## src/assert_macros.svh

```systemverilog
// assertion macros for the flow table
`ifndef ASSERT_MACROS_SVH
`define ASSERT_MACROS_SVH

// implication checked at every clock edge outside reset
`define ASSERT_IMPL(lbl, ante, cons) \
  lbl: assert property (@(posedge clk) disable iff (!rst_n) (ante) |-> (cons)) \
    else $error("assertion failed");

// next-cycle implication
`define ASSERT_NEXT(lbl, ante, cons) \
  lbl: assert property (@(posedge clk) disable iff (!rst_n) (ante) |=> (cons)) \
    else $error("assertion failed");

`endif

```

## src/tcpr_pkg.sv

```systemverilog
// types and constants of the tcp retransmission flow table
package tcpr_pkg;

  localparam logic       FUNC_RECORD = 1'b0;
  localparam logic       FUNC_QUERY  = 1'b1;

  localparam logic [1:0] ST_OK        = 2'd0;
  localparam logic [1:0] ST_IGNORED   = 2'd1;
  localparam logic [1:0] ST_FULL      = 2'd2;
  localparam logic [1:0] ST_NOT_FOUND = 2'd3;

  localparam logic [31:0] CNT_MAX    = 32'hFFFF_FFFF;
  localparam logic [14:0] RATE_SCALE = 15'd25600;
  localparam int          PROD_W     = 47;

  typedef struct packed {
    logic        func;
    logic [7:0]  protocol;
    logic [31:0] src_addr;
    logic [31:0] dst_addr;
    logic [31:0] seq_number;
  } in_item_t;

  typedef struct packed {
    logic [1:0]  status;
    logic        is_retransmit;
    logic [31:0] pair_total;
    logic [31:0] pair_retransmits;
    logic [14:0] rate_percent_q8;
    logic [4:0]  active_count;
  } out_item_t;

  // data handed from cell to cell
  typedef struct packed {
    logic        found;
    logic        retx;
    logic        free_seen;
    logic [31:0] total;
    logic [31:0] retrans;
  } chain_t;

  // control broadcast to every cell
  typedef struct packed {
    logic rec_en;
    logic hit;
  } cell_ctl_t;

endpackage

```

## src/tcpr_cell.sv

```systemverilog
// one table entry with key match, allocation and counters
module tcpr_cell (
  input  logic               clk,
  input  logic               rst_n,
  input  tcpr_pkg::in_item_t item,
  input  tcpr_pkg::cell_ctl_t ctl,
  input  tcpr_pkg::chain_t   chain_in,
  output tcpr_pkg::chain_t   chain_out
);

  logic        valid_r, valid_nxt;
  logic [31:0] src_r, dst_r, hseq_r, total_r, retrans_r;
  logic        match, retx, alloc_here, upd_here;

  assign match      = valid_r && (src_r == item.src_addr) && (dst_r == item.dst_addr);
  assign retx       = match && (total_r != 32'd0) && (item.seq_number < hseq_r);
  assign alloc_here = ctl.rec_en && !ctl.hit && !valid_r && !chain_in.free_seen;
  assign upd_here   = ctl.rec_en && match;
  assign valid_nxt  = valid_r || alloc_here;

  always_comb begin
    chain_out.found     = chain_in.found | match;
    chain_out.retx      = chain_in.retx | retx;
    chain_out.free_seen = chain_in.free_seen | !valid_r;
    chain_out.total     = chain_in.total | (match ? total_r : 32'd0);
    chain_out.retrans   = chain_in.retrans | (match ? retrans_r : 32'd0);
  end

  always_ff @(posedge clk) begin
    if (!rst_n) begin
      valid_r <= 1'b0;
    end else begin
      valid_r <= valid_nxt;
    end
  end

  always_ff @(posedge clk) begin
    if (alloc_here) begin
      src_r     <= item.src_addr;
      dst_r     <= item.dst_addr;
      hseq_r    <= item.seq_number;
      total_r   <= 32'd1;
      retrans_r <= 32'd0;
    end else if (upd_here) begin
      if (item.seq_number > hseq_r) begin
        hseq_r <= item.seq_number;
      end
      if (total_r != tcpr_pkg::CNT_MAX) begin
        total_r <= total_r + 32'd1;
      end
      if (retx && (retrans_r != tcpr_pkg::CNT_MAX)) begin
        retrans_r <= retrans_r + 32'd1;
      end
    end
  end

endmodule

```

## config.mk

```make
export PLATFORM = sky130hd
export DESIGN_NAME = tcpr_cell
export DESIGN_NICKNAME = d
export VERILOG_FILES = /design/src/assert_macros.svh /design/src/tcpr_pkg.sv /design/src/tcpr_cell.sv
export SDC_FILE = /design/constraint.sdc
export NUM_CORES = 1
export LEC_CHECK = 0
export BUFFER_PORTS_ARGS = -buffer_cell sky130_fd_sc_hd__clkbuf_2
export CORE_MARGIN = 1
export CORE_UTILIZATION = 50
export DETAILED_ROUTE_END_ITERATION = 8
export PLACE_DENSITY = 0.85
export SYNTH_ARGS = -nofsm -noshare
export SYNTH_HDL_FRONTEND = slang
export SYNTH_SLANG_ARGS = --single-unit
```

## constraint.sdc

```tcl
create_clock -name clk -period 5.9 [get_ports clk]
set_input_delay 0.59 -clock clk [delete_from_list [all_inputs] [get_ports clk]]
set_output_delay 0.59 -clock clk [all_outputs]
set_load 0.02 [all_outputs]
```

Word level (Yosys, flattened, before mapping)
Index checks and enable logic that the tools add are counted.
{"block": "classes", "n_bitwise": 5, "eq_ne": 4, "addsub": 2, "n_reduce_logical": 19, "n_mux": 5, "mul": 0, "magnitude_cmp": 2, "div_mod_pow": 0, "shift": 0}
{"cell": "two-way mux 32 bit", "count": 5}
{"cell": "adder 32 x 1 -> 32 bit, second input constant", "count": 2}
{"cell": "equality test 32 bit", "count": 2}
{"cell": "!= test 32 bit, second input constant", "count": 2}
{"cell": "bitwise OR 32 bit", "count": 2}
{"cell": "greater-than comparator 32 bit", "count": 1}
{"cell": "< comparator 32 bit", "count": 1}
{"cell": "nonzero test 32 bit", "count": 1}
{"cell": "logical AND 1 bit", "count": 9}
{"cell": "AND reduction 2 bit", "count": 3}
{"cell": "nonzero test 2 bit", "count": 2}
{"cell": "zero test 1 bit", "count": 3}
{"cell": "bitwise OR 1 bit", "count": 3}
{"cell": "logical OR 1 bit", "count": 1}
{"block": "totals", "romBits": 0, "inputBits": 176, "output_inout_bits": 67, "latchBits": 0, "ram_bits": 0, "n_memories": 0, "ff_bits": 161}

Logic depth before layout (Yosys ltp)
{"block": "depth", "ltp_word": 7, "depth_mapped": 12, "ltp_nobuf": 10}

Least setup slack after synthesis
Ideal clock, no wire load.
{"block": "synth_timing", "kind": "input to register", "start": "input item[86] in the netlist's numbering", "end": "register hseq_r[0], enable pin", "setup_slack_ns": 1.100, "path_stages": 8, "required_ns": 5.434, "t_arrival_ns": 4.334, "cell_sequence": "xnor2_1 nand2_1 or3b_2 nor4_1 and4b_1 clkbuf_1 nand2_1 o21ai_0"}
{"block": "synth_between", "elab_chain_len": 6}
{"element": "start, declared", "line": "tcpr_cell.sv:5", "source": "input tcpr_pkg::in_item_t item,"}
{"element": "equality test 32 bit", "line": "tcpr_cell.sv:15", "source": "assign match = valid_r && (src_r == item.src_addr) && (dst_r == item.dst_addr);"}
{"element": "logical AND 1 bit (2 in series)", "line": "tcpr_cell.sv:15"}
{"element": "logical AND 1 bit", "line": "tcpr_cell.sv:18", "source": "assign upd_here = ctl.rec_en && match;"}
{"element": "nonzero test 2 bit (no line)"}
{"element": "AND reduction 2 bit (no line)"}
{"element": "end signal, assigned", "line": "tcpr_cell.sv:41", "source": "hseq_r <= item.seq_number;"}
{"element": "end signal, assigned", "line": "tcpr_cell.sv:46", "source": "hseq_r <= item.seq_number;"}
{"element": "end, declared", "line": "tcpr_cell.sv:12", "source": "logic [31:0] src_r, dst_r, hseq_r, total_r, retrans_r;"}
Every way passes these cells.
A chain may end at the register's enable or synchronous reset.

==> results.yml <==
status:
  status: "finished clean"
die:
  fp.dieW_um: 134
  rows: 47
  core_region_area_mm2: 0.0168
  dieArea_mm2: 0.0178
  die_h_um: 134
  initial_core_util_pct: 51.6
  io_pins: 243
detailed_routing:
  wl_per_cell_um: 16.4
  vias: 7418
  wl_um: 21500
  ant_nets: 0
  drt_pass1_iterations: 5
  via_per_inst: 5.63
  drc: 0
  first_iter_violations: 413
setup_path:
  arrival_ns: 3.60
  path_buf_inv: 2
  cp_top_family: "simple AND/OR/NAND/NOR gates"
  path_max_fanout: 49
  worstSetupPathType: "register to output port"
  crit_slowest_cell: "and4b_2"
  cp-start-kind: "register"
  crit_chain: "xnor2_1 -> nand2_1 -> or3b_2 -> nor4_1 -> and4b_2 -> buf_4 -> a31o_2 -> clkbuf_2"
  critPathMaxStageDelay_ns: 0.73
  crit_required_ns: 5.31
  cp-end-kind: "output port"
final_layout:
  fin_area_mm2: 0.0106
  layout.cells.most_common_list: "clkbuf_2 (233), edfxtp_1 (96), xnor2_1 (67)"
  antenna_cells: 0
  fin_util_pct: 63.0
  instances_no_fill: 1317
  area_growth_pct: 22.1
  mostFrequentLayoutCell: "clkbuf_2"
  finalNetCount: 1295
  drive_gt1_share_pct: 26.2
cts:
  clock_latency_ns: 0.42
  cts_buffer_depth: 2
  cts_max_level: 4
  path_clk_slew_ns: 0.07
  numCtsBuffers: 17
  postCtsHoldBufs: 0
  cts-root-buf: "clkbuf_16"
  cts_tree: "built"
  cts_resized: 0
  clock_sinks: 161
  post_cts_buffers: 0
power:
  clockPowerShare_pct: 40.6
  switchingPower_uw: 621
  comb_power_share_pct: 10.4
  vdd_drop_max_mv: 0.232
  switching_share_pct: 24.9
  p_int_mw: 1.87
  leakagePower_nw: 4.53
  power_frac_seq_pct: 49.0
  powerDensity_mw_per_mm2: 236
grt:
  grt_pass1_wl_um: 34600
  grt_usage_pct: 24.7
  antenna_found_initial: 0
  grt_max_degree: 77
  overflow: 0
  grt_pass1_vias: 7059
sta:
  max_slew_margin_pct: 34.9
  fin_crit_ns: 4.19
  hold_viol_final: 0
  finClkSkew_ns: 0.0110
  final_max_slew_viol_count: 0
  worstMarginPinSlew_ns: 0.967
  rsz0062_at_grt: "no"
  final_min_period_over_clock_period_pct: 71.0
  setup_viol: 0
  tns_ns: 0
  fmax_mhz: 239
logic_synthesis:
  synth_top_area_share_pct: 33.3
  synthFlopType: "edfxtp_1"
  yosys_warnings: 0
  synth_cells: 856
  yosysSeqAreaShare_pct: 48.4
  synth_cell_type_count: 54
  yosysTopAreaCell: "edfxtp_1"
  synth_area_mm2: 0.00865
  synth_seq_cells: 161
  synthTopCellsByArea: "edfxtp_1 (33%), dfxtp_1 (15%), xnor2_1 (6.8%)"
  synth_edf_count: 96
  synth_async_sr_flop_share_pct: 0
  synthesis.nets: 1067
  postSynthAreaPerCell_um2: 10.1
place:
  place_area_mm2: 0.0100
  place_inst: 1285
  io_buffers: 233
  dp.final_hpwl_um: 16400
  finalWeightedCongestion: 0.844
min_path:
  min_path_type: "primary input to register"
job:
  maxCapViolCount: 0
## layout make-up
| type | instances | area, um^2 |
|---|---|---|
| tap | 220 | 275 |
| timing repair buffer | 239 | 1210 |
| clock inverter | 14 | 108 |
| sequential | 161 | 4180 |
| multi-input combinational | 610 | 4150 |
| inverter | 55 | 209 |
| fill | 1379 | 6200 |
| clock buffer | 18 | 429 |
## path summary, 6_finish.rpt
| check | slack (ns) | endpoint | start | depth (start not counted) |
|---|---|---|---|---|
| setup / recovery | 1.71 | chain_out[65] | src_r[22]$_DFFE_PP_ | 8 |
| hold / removal | 0.37 | hseq_r[15]$_DFFE_PP_ | item[15] | 1 |
| setup reg to reg | 2.33 | hseq_r[16]$_DFFE_PP_ | src_r[22]$_DFFE_PP_ | 8 |
| hold reg to reg | 0.51 | retrans_r[31]$_SDFFE_PP0P_ | retrans_r[31]$_SDFFE_PP0P_ | 2 |
## metal layers
layer  track usage, %  vias to the layer above  routed length [um]  share of wire [%]
met4             10.8                        0                 606                2.8
met5                0                        -                   0                  0
met1             31.3                     3459                9350                 43
met2             41.4                      284               10400                 48
li1                 -                     3630                   -                  -
met3             4.07                       45                1150                5.3
## cells in the mapped netlist (all sizes together) (5+ instances only)
master and instances:
edfxtp 96, nor3 10, nor4 30, nand4b 5, o31ai 5, nand2b 31, inv 55, a21oi 30
clkbuf 25, and4 7, xnor2 68, and3 16, a21o 64, nand3 34, o21ai 16, mux2i 6
xor2 13, dfxtp 65, or4 14, nand4 51, o2111ai 5, or3 14, ha 35, buf 5
nand2 47, nor2 57, o211ai 6
## registers in the layout (all words and copies together), names as in the netlist
name,count
hseq_r,32
src_r,32
retrans_r,32
dst_r,32
total_r,32
valid_r,1
## through the flow
| step | hold WS [ns] | total power [mW] | setup slack [ns] |
|---|---|---|---|
| 2_1_floorplan | 0.455 | 1.39 | 1.10 |
| 3_3_place_gp | 0.483 | 1.50 | 1.97 |
| 3_5_place_dp | 0.493 | 1.50 | 1.89 |
| 4_1_cts | 0.350 | 2.51 | 1.74 |
| 5_1_grt | 0.346 | 2.59 | 1.56 |
| 6_report | 0.369 | 2.49 | 1.71 |
## power groups by stage
stage / combinational [mW] / sequential [mW] / clock, mW
after global routing: 0.284 / 1.22 / 1.08
final: 0.259 / 1.22 / 1.01
after global placement: 0.250 / 1.25 / 0
after detailed placement: 0.258 / 1.25 / 0
after floorplan: 0.140 / 1.25 / 0
after CTS: 0.260 / 1.22 / 1.03
## cell families after synthesis
group | Yosys count | share of synthesized area [%]
flops | 161 | 48.4
fa+ha+maj | 35 | 5.06
buf+inv | 85 | 3.75
simple gates | 336 | 21.6
compound gates | 152 | 12.2
xor+xnor | 81 | 8.29
mux | 6 | 0.694
(Power assumes the default switching activity.)
